$ cat src/hdl/sfpb_pkg.sv
`default_nettype none
package sfpb_pkg;

   localparam int ENTRIES = 16;
   localparam int IDX_W   = (ENTRIES > 1) ? $clog2(ENTRIES) : 1;
   localparam int CNT_W   = 5;
   localparam logic [31:0] TTL_RESET = 32'd600000;

   localparam logic [2:0] ST_STORED_FREE = 3'd0;
   localparam logic [2:0] ST_STORED_OVER = 3'd1;
   localparam logic [2:0] ST_DUPLICATE   = 3'd2;
   localparam logic [2:0] ST_POPPED      = 3'd3;
   localparam logic [2:0] ST_EMPTY       = 3'd4;

   localparam logic CMD_STORE = 1'b0;
   localparam logic CMD_POP   = 1'b1;

   typedef enum logic [1:0] {
      FSM_IDLE,
      FSM_SCAN,
      FSM_APPLY,
      FSM_HOLD
   } state_type;

   typedef struct packed {
      logic        valid;
      logic [31:0] stamp;
      logic [63:0] id_high;
      logic [63:0] id_low;
      logic [31:0] handle;
   } entry_type;

   // time a lies before time b, wrap-safe
   function automatic logic earlier(input logic [31:0] a, input logic [31:0] b);
      logic [31:0] diff;
      diff = a - b;
      return diff[31];
   endfunction

endpackage
`default_nettype wire

$ cat src/hdl/sfpb_if.sv
`default_nettype none
interface sfpb_req_if;
   logic        valid;
   logic        ready;
   logic        command;
   logic [31:0] now_ms;
   logic [63:0] id_high;
   logic [63:0] id_low;
   logic [31:0] packet_handle;
   modport source (output valid, command, now_ms, id_high, id_low, packet_handle,
                   input ready);
   modport sink   (input valid, command, now_ms, id_high, id_low, packet_handle,
                   output ready);
endinterface

interface sfpb_rsp_if;
   logic        valid;
   logic        ready;
   logic [2:0]  status;
   logic [63:0] out_id_high;
   logic [63:0] out_id_low;
   logic [31:0] out_handle;
   logic [4:0]  queued_count;
   modport source (output valid, status, out_id_high, out_id_low, out_handle,
                   queued_count, input ready);
   modport sink   (input valid, status, out_id_high, out_id_low, out_handle,
                   queued_count, output ready);
endinterface
`default_nettype wire

$ cat src/hdl/sfpb_cell.sv
`default_nettype none
// One slot of the ring; takes its neighbor's entry on every shift cycle.
module sfpb_cell (
   input  wire logic                 clock,
   input  wire logic                 reset,
   input  wire logic                 shift,
   input  wire sfpb_pkg::entry_type  d,
   output sfpb_pkg::entry_type       q
);

   logic        valid_ff;
   logic [31:0] stamp_ff;
   logic [63:0] idh_ff;
   logic [63:0] idl_ff;
   logic [31:0] hnd_ff;

   // clear occupancy on reset
   always_ff @(posedge clock) begin
      if (reset) begin
         valid_ff <= 1'b0;
      end else if (shift) begin
         valid_ff <= d.valid;
      end
   end

   // advance payload
   always_ff @(posedge clock) begin
      if (shift) begin
         stamp_ff <= d.stamp;
         idh_ff   <= d.id_high;
         idl_ff   <= d.id_low;
         hnd_ff   <= d.handle;
      end
   end

   assign q = '{valid: valid_ff, stamp: stamp_ff, id_high: idh_ff,
                id_low: idl_ff, handle: hnd_ff};

endmodule
`default_nettype wire

$ cat src/hdl/store_forward_packet_buffer_unit.sv
`default_nettype none
// Packet buffer of sfpb_pkg::ENTRIES slots held in a ring of cells that rotates one
// slot per cycle past a head cell while a command is processed. A command takes two
// full turns of the ring: the first expires aged slots, checks a store for a
// duplicate id and finds the free slot or the oldest one (for a pop, the oldest
// live entry); the second writes or frees the chosen slot and counts occupancy.
// The result is then written to the output register, later only while the previous
// result still waits there. A new command is accepted only once the block is idle
// again, so commands do not overlap. The user must write the TTL register through
// csr_write_enable / csr_write_data only while the block is idle (not enforced).
module store_forward_packet_buffer_unit (
   input  wire logic        clock,
   input  wire logic        reset,
   input  wire logic        csr_write_enable,
   input  wire logic [31:0] csr_write_data,
   sfpb_req_if.sink         req_if,
   sfpb_rsp_if.source       rsp_if
);

   localparam int E = sfpb_pkg::ENTRIES;
   localparam logic [sfpb_pkg::IDX_W-1:0] LAST = sfpb_pkg::IDX_W'(E - 1);

   sfpb_pkg::state_type state_ff, state_in;
   sfpb_pkg::entry_type cell_q [E];
   sfpb_pkg::entry_type cell_d [E];
   sfpb_pkg::entry_type head_wb;
   logic shift;

   logic [31:0] ttl_ff;
   logic        cmd_ff;
   logic [31:0] now_ff;
   logic [63:0] idh_ff, idl_ff;
   logic [31:0] hnd_ff;
   logic [sfpb_pkg::IDX_W-1:0] cnt_ff, cnt_in;
   logic        dup_ff, dup_in, free_ff, free_in, have_ff, have_in;
   logic [sfpb_pkg::IDX_W-1:0] tgt_ff, tgt_in, old_ff, old_in;
   logic [31:0] otime_ff, otime_in;
   logic [63:0] oh_ff, oh_in, ol_ff, ol_in;
   logic [31:0] ohd_ff, ohd_in;
   logic [sfpb_pkg::CNT_W-1:0] count_ff, count_in;
   logic        rvalid_ff, rvalid_in;
   logic [2:0]  rstat_ff, rstat_in;
   logic [63:0] roh_ff, roh_in, rol_ff, rol_in;
   logic [31:0] rohd_ff, rohd_in;
   logic [4:0]  rcnt_ff, rcnt_in;

   logic        live;
   logic [31:0] age;
   logic [sfpb_pkg::IDX_W-1:0] fin_tgt;
   logic        accept;

   // ring of slot cells
   for (genvar i = 0; i < E; i++) begin : g_cell
      if (i == E - 1) begin : g_tail
         assign cell_d[i] = head_wb;
      end else begin : g_mid
         assign cell_d[i] = cell_q[i + 1];
      end
      sfpb_cell u_cell (.clock(clock), .reset(reset), .shift(shift),
                        .d(cell_d[i]), .q(cell_q[i]));
   end

   assign accept = req_if.valid && req_if.ready;
   assign req_if.ready = (state_ff == sfpb_pkg::FSM_IDLE);
   assign shift = (state_ff == sfpb_pkg::FSM_SCAN) || (state_ff == sfpb_pkg::FSM_APPLY);
   assign age = now_ff - cell_q[0].stamp;
   assign live = cell_q[0].valid && (age < ttl_ff);
   assign fin_tgt = free_ff ? tgt_ff : old_ff;

   // hold the TTL register
   always_ff @(posedge clock) begin
      if (reset) begin
         ttl_ff <= sfpb_pkg::TTL_RESET;
      end else if (csr_write_enable) begin
         ttl_ff <= csr_write_data;
      end
   end

   // latch the command
   always_ff @(posedge clock) begin
      if (accept) begin
         cmd_ff <= req_if.command;
         now_ff <= req_if.now_ms;
         idh_ff <= req_if.id_high;
         idl_ff <= req_if.id_low;
         hnd_ff <= req_if.packet_handle;
      end
   end

   // control registers
   always_ff @(posedge clock) begin
      if (reset) begin
         state_ff  <= sfpb_pkg::FSM_IDLE;
         rvalid_ff <= 1'b0;
         cnt_ff    <= '0;
      end else begin
         state_ff  <= state_in;
         rvalid_ff <= rvalid_in;
         cnt_ff    <= cnt_in;
      end
   end

   // scan and result registers
   always_ff @(posedge clock) begin
      dup_ff   <= dup_in;
      free_ff  <= free_in;
      have_ff  <= have_in;
      tgt_ff   <= tgt_in;
      old_ff   <= old_in;
      otime_ff <= otime_in;
      oh_ff    <= oh_in;
      ol_ff    <= ol_in;
      ohd_ff   <= ohd_in;
      count_ff <= count_in;
      rstat_ff <= rstat_in;
      roh_ff   <= roh_in;
      rol_ff   <= rol_in;
      rohd_ff  <= rohd_in;
      rcnt_ff  <= rcnt_in;
   end

   // sequence the two turns of the ring
   always_comb begin
      state_in = state_ff;
      cnt_in   = cnt_ff;
      dup_in   = dup_ff;
      free_in  = free_ff;
      have_in  = have_ff;
      tgt_in   = tgt_ff;
      old_in   = old_ff;
      otime_in = otime_ff;
      oh_in    = oh_ff;
      ol_in    = ol_ff;
      ohd_in   = ohd_ff;
      count_in = count_ff;
      rstat_in = rstat_ff;
      roh_in   = roh_ff;
      rol_in   = rol_ff;
      rohd_in  = rohd_ff;
      rcnt_in  = rcnt_ff;
      rvalid_in = rvalid_ff && !rsp_if.ready;
      head_wb  = cell_q[0];
      unique case (state_ff)
         sfpb_pkg::FSM_IDLE: begin
            if (accept) begin
               state_in = sfpb_pkg::FSM_SCAN;
               cnt_in   = '0;
               dup_in   = 1'b0;
               free_in  = 1'b0;
               have_in  = 1'b0;
               count_in = '0;
            end
         end
         sfpb_pkg::FSM_SCAN: begin
            // expire, detect duplicate, pick free or oldest slot
            head_wb.valid = live;
            if (cmd_ff == sfpb_pkg::CMD_STORE) begin
               if (live && cell_q[0].id_high == idh_ff && cell_q[0].id_low == idl_ff) begin
                  dup_in = 1'b1;
               end
               if (!free_ff) begin
                  if (!live) begin
                     free_in = 1'b1;
                     tgt_in  = cnt_ff;
                  end else if (cnt_ff == '0 ||
                               sfpb_pkg::earlier(cell_q[0].stamp, otime_ff)) begin
                     old_in   = cnt_ff;
                     otime_in = cell_q[0].stamp;
                  end
               end
            end else begin
               if (live && (!have_ff || sfpb_pkg::earlier(cell_q[0].stamp, otime_ff))) begin
                  have_in  = 1'b1;
                  old_in   = cnt_ff;
                  otime_in = cell_q[0].stamp;
                  oh_in    = cell_q[0].id_high;
                  ol_in    = cell_q[0].id_low;
                  ohd_in   = cell_q[0].handle;
               end
            end
            cnt_in = cnt_ff + 1'b1;
            if (cnt_ff == LAST) begin
               cnt_in   = '0;
               state_in = sfpb_pkg::FSM_APPLY;
            end
         end
         sfpb_pkg::FSM_APPLY: begin
            // write or free the chosen slot, count occupancy
            if (cmd_ff == sfpb_pkg::CMD_STORE && !dup_ff && cnt_ff == fin_tgt) begin
               head_wb = '{valid: 1'b1, stamp: now_ff, id_high: idh_ff,
                           id_low: idl_ff, handle: hnd_ff};
            end else if (cmd_ff == sfpb_pkg::CMD_POP && have_ff && cnt_ff == old_ff) begin
               head_wb.valid = 1'b0;
            end
            count_in = count_ff + sfpb_pkg::CNT_W'(head_wb.valid);
            cnt_in = cnt_ff + 1'b1;
            if (cnt_ff == LAST) begin
               cnt_in   = '0;
               state_in = sfpb_pkg::FSM_HOLD;
            end
         end
         sfpb_pkg::FSM_HOLD: begin
            // drop result into the output register once it is free
            if (!rvalid_ff || rsp_if.ready) begin
               rvalid_in = 1'b1;
               state_in  = sfpb_pkg::FSM_IDLE;
               rcnt_in   = count_ff;
               roh_in    = '0;
               rol_in    = '0;
               rohd_in   = '0;
               if (cmd_ff == sfpb_pkg::CMD_STORE) begin
                  if (dup_ff) begin
                     rstat_in = sfpb_pkg::ST_DUPLICATE;
                  end else if (free_ff) begin
                     rstat_in = sfpb_pkg::ST_STORED_FREE;
                  end else begin
                     rstat_in = sfpb_pkg::ST_STORED_OVER;
                  end
               end else if (have_ff) begin
                  rstat_in = sfpb_pkg::ST_POPPED;
                  roh_in   = oh_ff;
                  rol_in   = ol_ff;
                  rohd_in  = ohd_ff;
               end else begin
                  rstat_in = sfpb_pkg::ST_EMPTY;
               end
            end
         end
         default: begin
            state_in = sfpb_pkg::FSM_IDLE;
         end
      endcase
   end

   assign rsp_if.valid        = rvalid_ff;
   assign rsp_if.status       = rstat_ff;
   assign rsp_if.out_id_high  = roh_ff;
   assign rsp_if.out_id_low   = rol_ff;
   assign rsp_if.out_handle   = rohd_ff;
   assign rsp_if.queued_count = rcnt_ff;

   a_busy_after_accept: assert property (@(posedge clock) disable iff (reset)
      accept |=> state_ff == sfpb_pkg::FSM_SCAN)
      else $error("command accepted without starting scan");

   a_pop_fields_zero: assert property (@(posedge clock) disable iff (reset)
      (rsp_if.valid && rsp_if.status != sfpb_pkg::ST_POPPED) |->
      (rsp_if.out_id_high == '0 && rsp_if.out_id_low == '0 && rsp_if.out_handle == '0))
      else $error("nonzero pop fields on non-pop result");

   a_ring_aligned_idle: assert property (@(posedge clock) disable iff (reset)
      (state_ff == sfpb_pkg::FSM_IDLE) |-> cnt_ff == '0)
      else $error("ring out of alignment while idle");

   a_count_bound: assert property (@(posedge clock) disable iff (reset)
      (rsp_if.valid && E < 32) |-> 32'(rsp_if.queued_count) <= 32'(E))
      else $error("occupancy count exceeds slot count");

endmodule
`default_nettype wire
$ cat src/flat_wrapper.sv
// flat-port wrapper written by rule: the top's interface ports become plain ports
module store_forward_packet_buffer_unit_flat 
  (clock, reset, csr_write_enable, csr_write_data, req_if_valid, req_if_command, req_if_now_ms, req_if_id_high, req_if_id_low, req_if_packet_handle, req_if_ready, rsp_if_valid, rsp_if_status, rsp_if_out_id_high, rsp_if_out_id_low, rsp_if_out_handle, rsp_if_queued_count, rsp_if_ready);
  sfpb_req_if req_if_i ();
  sfpb_rsp_if rsp_if_i ();
  input  wire logic clock;
  input  wire logic reset;
  input  wire logic csr_write_enable;
  input  wire logic [31:0] csr_write_data;
  input wire logic [$bits(req_if_i.valid)-1:0] req_if_valid;
  input wire logic [$bits(req_if_i.command)-1:0] req_if_command;
  input wire logic [$bits(req_if_i.now_ms)-1:0] req_if_now_ms;
  input wire logic [$bits(req_if_i.id_high)-1:0] req_if_id_high;
  input wire logic [$bits(req_if_i.id_low)-1:0] req_if_id_low;
  input wire logic [$bits(req_if_i.packet_handle)-1:0] req_if_packet_handle;
  output wire logic [$bits(req_if_i.ready)-1:0] req_if_ready;
  output wire logic [$bits(rsp_if_i.valid)-1:0] rsp_if_valid;
  output wire logic [$bits(rsp_if_i.status)-1:0] rsp_if_status;
  output wire logic [$bits(rsp_if_i.out_id_high)-1:0] rsp_if_out_id_high;
  output wire logic [$bits(rsp_if_i.out_id_low)-1:0] rsp_if_out_id_low;
  output wire logic [$bits(rsp_if_i.out_handle)-1:0] rsp_if_out_handle;
  output wire logic [$bits(rsp_if_i.queued_count)-1:0] rsp_if_queued_count;
  input wire logic [$bits(rsp_if_i.ready)-1:0] rsp_if_ready;
  assign req_if_i.valid = req_if_valid;
  assign req_if_i.command = req_if_command;
  assign req_if_i.now_ms = req_if_now_ms;
  assign req_if_i.id_high = req_if_id_high;
  assign req_if_i.id_low = req_if_id_low;
  assign req_if_i.packet_handle = req_if_packet_handle;
  assign req_if_ready = req_if_i.ready;
  assign rsp_if_valid = rsp_if_i.valid;
  assign rsp_if_status = rsp_if_i.status;
  assign rsp_if_out_id_high = rsp_if_i.out_id_high;
  assign rsp_if_out_id_low = rsp_if_i.out_id_low;
  assign rsp_if_out_handle = rsp_if_i.out_handle;
  assign rsp_if_queued_count = rsp_if_i.queued_count;
  assign rsp_if_i.ready = rsp_if_ready;
  store_forward_packet_buffer_unit u_core (.clock(clock), .reset(reset), .csr_write_enable(csr_write_enable), .csr_write_data(csr_write_data), .req_if(req_if_i), .rsp_if(rsp_if_i));
endmodule
$ cat config.mk
export PLATFORM = sky130hd
export DESIGN_NAME = store_forward_packet_buffer_unit_flat
export DESIGN_NICKNAME = d
export VERILOG_FILES = /design/src/hdl/sfpb_pkg.sv /design/src/hdl/sfpb_if.sv /design/src/hdl/sfpb_cell.sv /design/src/hdl/store_forward_packet_buffer_unit.sv /design/src/flat_wrapper.sv
export SDC_FILE = /design/constraint.sdc
export NUM_CORES = 2
export LEC_CHECK = 0
export ABC_AREA = 1
export BUFFER_PORTS_ARGS = -buffer_cell sky130_fd_sc_hd__buf_4
export CORE_MARGIN = 2
export CORE_UTILIZATION = 50
export CTS_CLUSTER_SIZE = 14
export DETAILED_ROUTE_END_ITERATION = 8
export PLACE_DENSITY = 0.68
export SYNTH_ARGS = -nofsm -noshare
export SYNTH_HDL_FRONTEND = slang
export SYNTH_SLANG_ARGS = --single-unit
$ cat constraint.sdc
create_clock -name clock -period 132.2 [get_ports clock]
set_clock_uncertainty 0.1 [all_clocks]
set_input_delay 13.22 -clock clock [delete_from_list [all_inputs] [get_ports clock]]
set_output_delay 13.22 -clock clock [all_outputs]
set_load 0.005 [all_outputs]
; ---- Word-level counts from Yosys, hierarchy flattened
; Cells that the tools add are included.
; Widths: inputs -> output; s select.
[word_totals]
out_inout_bits = 170
reg_bits = 3696
elab_cells = 211
inputBits = 230
[op_classes]
muxes = 44
n_bitwise = 3
eq_ne = 18
magnitude_cmp = 1
n_addsub = 4
n_reduce_logical = 37
[op_table]
columns = cell, count
row1 = $mux 192, 2
row2 = $mux 32, 5
row3 = $eq 64x64->1, 2
row4 = $sub 32x32->32, 2
row5 = $lt 32x32->1, 1
row6 = $mux 4, 8
row7 = $reduce_and 4->1, 4
row8 = $mux 1, 14
row9 = $ne 2x2->1 const B, 7
row10 = $logic_and 1x1->1, 10
row11 = $pmux 5 s2, 1
row12 = $reduce_bool 2->1, 5
row13 = $mux 3, 3
row14 = $eq 4x4->1, 2
row15 = $mux 2, 4
row16 = $pmux 1 s2, 4
row17 = $pmux 2 s4, 1
row18 = $pmux 4 s2, 1
row19 = $reduce_and 2->1, 4
row20 = $ne 2x1->1 const B, 3
row21 = $reduce_and 3->1, 2
row22 = $add 5x1->5, 1
row23 = $mux 5, 1
row24 = $reduce_and 5->1, 1
row25 = other kinds (10), 19

; ---- Logic depth before layout (Yosys ltp)
[logic_depth]
word_depth = 8
mapped_depth = 27
mapped_depth_nobuf = 27

; ---- Hierarchy
; From an unflattened synthesis, not the netlist that was laid out.
[hier_totals]
hier_cells = 5897
area_unflattened_um2 = 121231.3
[modules_own_cells]
columns = module, area_per_inst_um2, n_inst, cells_each, seq_area_each_um2
row1 = sfpb_cell, 5818.1, 16, 200, 5785.5
row2 = store_forward_packet_buffer_unit, 28142.0, 1, 2697, 17867.1

; ---- Least setup slack after synthesis
; OpenSTA, ideal clock, no wires.
[synth_path]
path_kind = register to register
from = register u_core.state_ff[0]
to = register u_core.g_cell[0].u_cell.hnd_ff[0], enable pin
arrival_time_ps = 62453
setup_slack_ps = 66124
period_less_slack_ps = 66076
required_time_ps = 128577
path_stages_with_launch = 3
setup_ps = 3523
path_buffers = 0
cell_sequence = dfxtp_1 -> inv_1 -> ha_1
[synth_between]
elab_chain_len = 2
elab_cells_between_ends = 3
cone_classes = 2 x eq/ne / 1 x reduce/logical
[synth_rtl]
columns = element, line
row1 = "start, declared", store_forward_packet_buffer_unit.sv:23  ; sfpb_pkg::state_type state_ff, state_in;
row2 = "start signal, assigned", store_forward_packet_buffer_unit.sv:93  ; state_ff <= sfpb_pkg::FSM_IDLE;
row3 = "start signal, assigned", store_forward_packet_buffer_unit.sv:97  ; state_ff <= state_in;
row4 = $eq 2x1->1 or $eq 2x2->1 (tied branches), store_forward_packet_buffer_unit.sv:65  ; assign shift = (state_ff == sfpb_pkg::FSM_SCAN) || (state_ff == sfpb_pkg::FSM_APPLY);
row5 = $logic_or 1x1->1 *, store_forward_packet_buffer_unit.sv:65
row6 = net u_core.g_cell[0].u_cell.shift, sfpb_cell.sv:6  ; input wire logic shift,
row7 = "end signal, assigned", sfpb_cell.sv:32  ; hnd_ff <= d.handle;
row8 = "end, declared", sfpb_cell.sv:15  ; logic [31:0] hnd_ff;
; The timed path passes the listed nets; every way through them passes the cells marked *.
; A chain may end at the register's enable or synchronous reset.

; ---- Worst setup path in the final report
[layout_path]
from = input req_if_valid
to = register u_core.hnd_ff[13], enable pin
[layout_between]
elab_chain_len = 1
[layout_rtl]
columns = element, line
row1 = "start, declared", flat_wrapper.sv:10  ; input wire logic [$bits(req_if_i.valid)-1:0] req_if_valid;
row2 = $logic_and 1x1->1, store_forward_packet_buffer_unit.sv:63  ; assign accept = req_if.valid && req_if.ready;
row3 = net u_core.accept, store_forward_packet_buffer_unit.sv:50  ; logic accept;
row4 = "end signal, assigned", store_forward_packet_buffer_unit.sv:86  ; hnd_ff <= req_if.packet_handle;
row5 = "end, declared", store_forward_packet_buffer_unit.sv:33  ; logic [31:0] hnd_ff;
; The timed path passes the listed nets, and every way through them passes these cells.

==> flow_metrics.tcl <==
set metrics [dict create \
    ys_types 36 \
    ys_async_sr_fraction 0 \
    cts_resized 0 \
    rsz0062_at_grt "no" \
    p_per_area_nw_per_um2 27.77 \
    synthAdderAreaFrac 0.01053 \
    cts_hold_buffers 0 \
    layout-drive-gt1-share 0.1384 \
    syn_area_per_cell_um2 20.74 \
    final_core_util 0.5795 \
    timing.rr.start "u_core.state_ff[1]$_SDFFE_PP0P_" \
    rows 180 \
    grt_max_degree 207 \
    dieArea_um2 245500 \
    clk_path_buf_depth 4 \
    max_slew.worst_pin.slew_ns 1.236 \
    whs_endpoint "u_core.g_cell[8].u_cell.stamp_ff[31]$_DFFE_PP_" \
    dp_hpwl_um 122400 \
    reg2reg_depth 8 \
    whs_ns 0.2545 \
    path_class "in -> reg" \
    grt_pass1_vias 49010 \
    clkTransAtPathRegs_ns 0.06 \
    die_h_um 495.5 \
    numPortBuffers 399 \
    worstPathRequired_ns 132.64 \
    finalCritPeriodShare 0.1157 \
    hold_viol 0 \
    startpoint "req_if_valid" \
    core_um2 240300 \
    min_path_type "reg -> reg" \
    cts_tree "yes" \
    worst_setup_path_start_kind "input pin" \
    cts_buffers 372 \
    grtUsageTotal 0.1625 \
    yosys.area_share.simple 0.03120 \
    power_uw 3867 \
    synth_edf_count 3641 \
    place_inst 9364 \
    htree_levels 5 \
    grt_remaining_overflow 0 \
    timing.max_cap.violations 0 \
    mostFrequentLayoutCells "3641 x edfxtp_1, 591 x nand2_1, 438 x buf_4" \
    final_cells 10030 \
    slew_headroom 0.1753 \
    syn-cell-area_um2 120800 \
    drtPass1Iterations 8 \
    outcome "completed" \
    place_congestion 0.8451 \
    ant_nets 0 \
    num-nets-final 6884 \
    report.final.slew_viol_count 0 \
    start_util 0.5025 \
    drc 0 \
    critPathMaxFanout 75 \
    fmax_mhz 65.37 \
    root_buffer "clkbuf_16" \
    areaGrowthSynthToFinish_pct 15.32 \
    synth-xor-area-share 0.008848 \
    endpoint_kind "register" \
    antenna_found_initial 15 \
    clkLatencyLatePin_ns 0.97 \
    reg2reg_slack_ns 125.09 \
    synth_top_family_by_area "simple AND/OR/NAND/NOR gates" \
    p_leak_uw 0.04850 \
    max-vdd-ir-drop_mv 0.03021 \
    wl_per_cell_um 20.45 \
    synth_mux_area_frac 0 \
    syn_inst 5823 \
    syn_nets 6154 \
    dieWidth_um 495.5 \
    setup_viol 0 \
    cts_setup_buffers 0 \
    finalCriticalPeriod_ns 15.30 \
    drtIter0Drc 5280 \
    clkSinkCount 3696 \
    synth_top_flop_cell "edfxtp_1" \
    vias 50780 \
    final_common_cell "edfxtp_1" \
    r2r_end "u_core.g_cell[5].u_cell.hnd_ff[7]$_DFFE_PP_" \
    yosys_warnings 0 \
    grt_pass1_wl_um 296100 \
    hold_depth 0 \
    fin_setup_tns_ns 0 \
    synth-seq-area-share 0.9145 \
    io_pins 400 \
    synth_compound_area_frac 0.01922 \
    critPathArrivalTime_ns 15.74 \
    vias_per_cell 5.066 \
    holdCritStartpoint "u_core.g_cell[9].u_cell.stamp_ff[31]$_DFFE_PP_" \
    ys_seq_elements 3696 \
    wirelength_um 205000 \
]
==> worst max-delay path by stage <==
stage,to,slack (ns)
2_1_floorplan,u_core.g_cell[0].u_cell.hnd_ff[0]$_DFFE_PP_,66.12
3_3_place_gp,u_core.hnd_ff[4]$_DFFE_PP_,115.97
3_5_place_dp,u_core.hnd_ff[4]$_DFFE_PP_,115.86
4_1_cts,u_core.hnd_ff[13]$_DFFE_PP_,116.88
5_1_grt,u_core.hnd_ff[10]$_DFFE_PP_,116.78
6_report,u_core.hnd_ff[13]$_DFFE_PP_,116.90
==> flip-flops by register name, summed over array words and instances (netlist names), 16 cells and up <==
name	flops
u_core.now_ff	32
u_core.oh_ff	64
u_core.idl_ff	64
u_core.idh_ff	64
u_core.g_cell.u_cell.valid_ff	16
u_core.hnd_ff	32
u_core.g_cell.u_cell.idh_ff	1024
u_core.rsp_if.out_handle	32
u_core.rsp_if.out_id_low	64
u_core.g_cell.u_cell.idl_ff	1024
u_core.ttl_ff	32
u_core.ol_ff	64
u_core.rsp_if.out_id_high	64
u_core.ohd_ff	32
u_core.g_cell.u_cell.hnd_ff	512
u_core.g_cell.u_cell.stamp_ff	512
u_core.otime_ff	32
==> stage by stage <==
step | setup WS, ns | instance area (um2)
floorplan | 66.12 | 120800
global placement | 115.97 | 127800
detailed placement | 115.86 | 127800
CTS | 116.88 | 139300
global route | 116.78 | 139300
finish | 116.90 | 139300
==> metal layers <==
metal / up-vias / share of wire / global-route usage
li1: 23170 / - / -
met1: 25670 / 0.47 / 0.2490
met2: 1572 / 0.44 / 0.2348
met4: 2 / 0.031 / 0.06093
met3: 369 / 0.056 / 0.02883
met5: - / 0.000088 / 0
==> Yosys cell counts (2+ instances only) <==
cell / instances / share of area
nor3_1: 3 / 0.00012
dfxtp_1: 55 / 0.0091
o22ai_1: 3 / 0.00016
o21ai_0: 259 / 0.011
a21oi_1: 109 / 0.0045
nand3_1: 31 / 0.0013
o21bai_1: 7 / 0.00044
xnor2_1: 30 / 0.0022
buf_2: 7 / 0.00029
nand4_1: 11 / 0.00057
clkbuf_1: 59 / 0.0018
nor2_1: 336 / 0.010
o21ai_1: 33 / 0.0014
inv_1: 389 / 0.012
xor2_1: 92 / 0.0067
a21boi_0: 3 / 0.00019
a31oi_1: 5 / 0.00026
ha_1: 100 / 0.010
edfxtp_1: 3641 / 0.91
o211ai_1: 2 / 0.00012
o21a_1: 16 / 0.00099
nand2_1: 592 / 0.018
a21o_1: 5 / 0.00031
buf_4: 23 / 0.0014
==> kinds of logic after synthesis <==
logic type               after synthesis
XOR/XNOR                             122
AO/OA/AOI/OAI                        444
adder cells (fa/ha/maj)              101
flip-flops                          3696
AND/OR/NAND/NOR                      979
buffers and inverters                481
==> critical path, cell delays in order <==
cell     delay (ns)
buf_4          0.09
nand2_1        0.15
inv_8          0.50
buf_4          0.77
buf_4          0.83
==> layout make-up <==
class                           instances  area, um2
Sequential cell                      3696     110400
Fill cell                           17100     101000
Clock buffer                          454       9681
Multi-Input combinational cell       1646       8484
Tap cell                             3185       3985
Timing Repair Buffer                  446       3448
Clock inverter                        201       1739
Inverter                              391       1480
Antenna cell                            6      15.01
==> power by group <==
| group | internal, uW | switching, uW |
|---|---|---|
| clock network | 574 | 411 |
| logic | 101 | 425 |
| registers | 2160 | 192 |
Power figures use the tool's default switching activity.
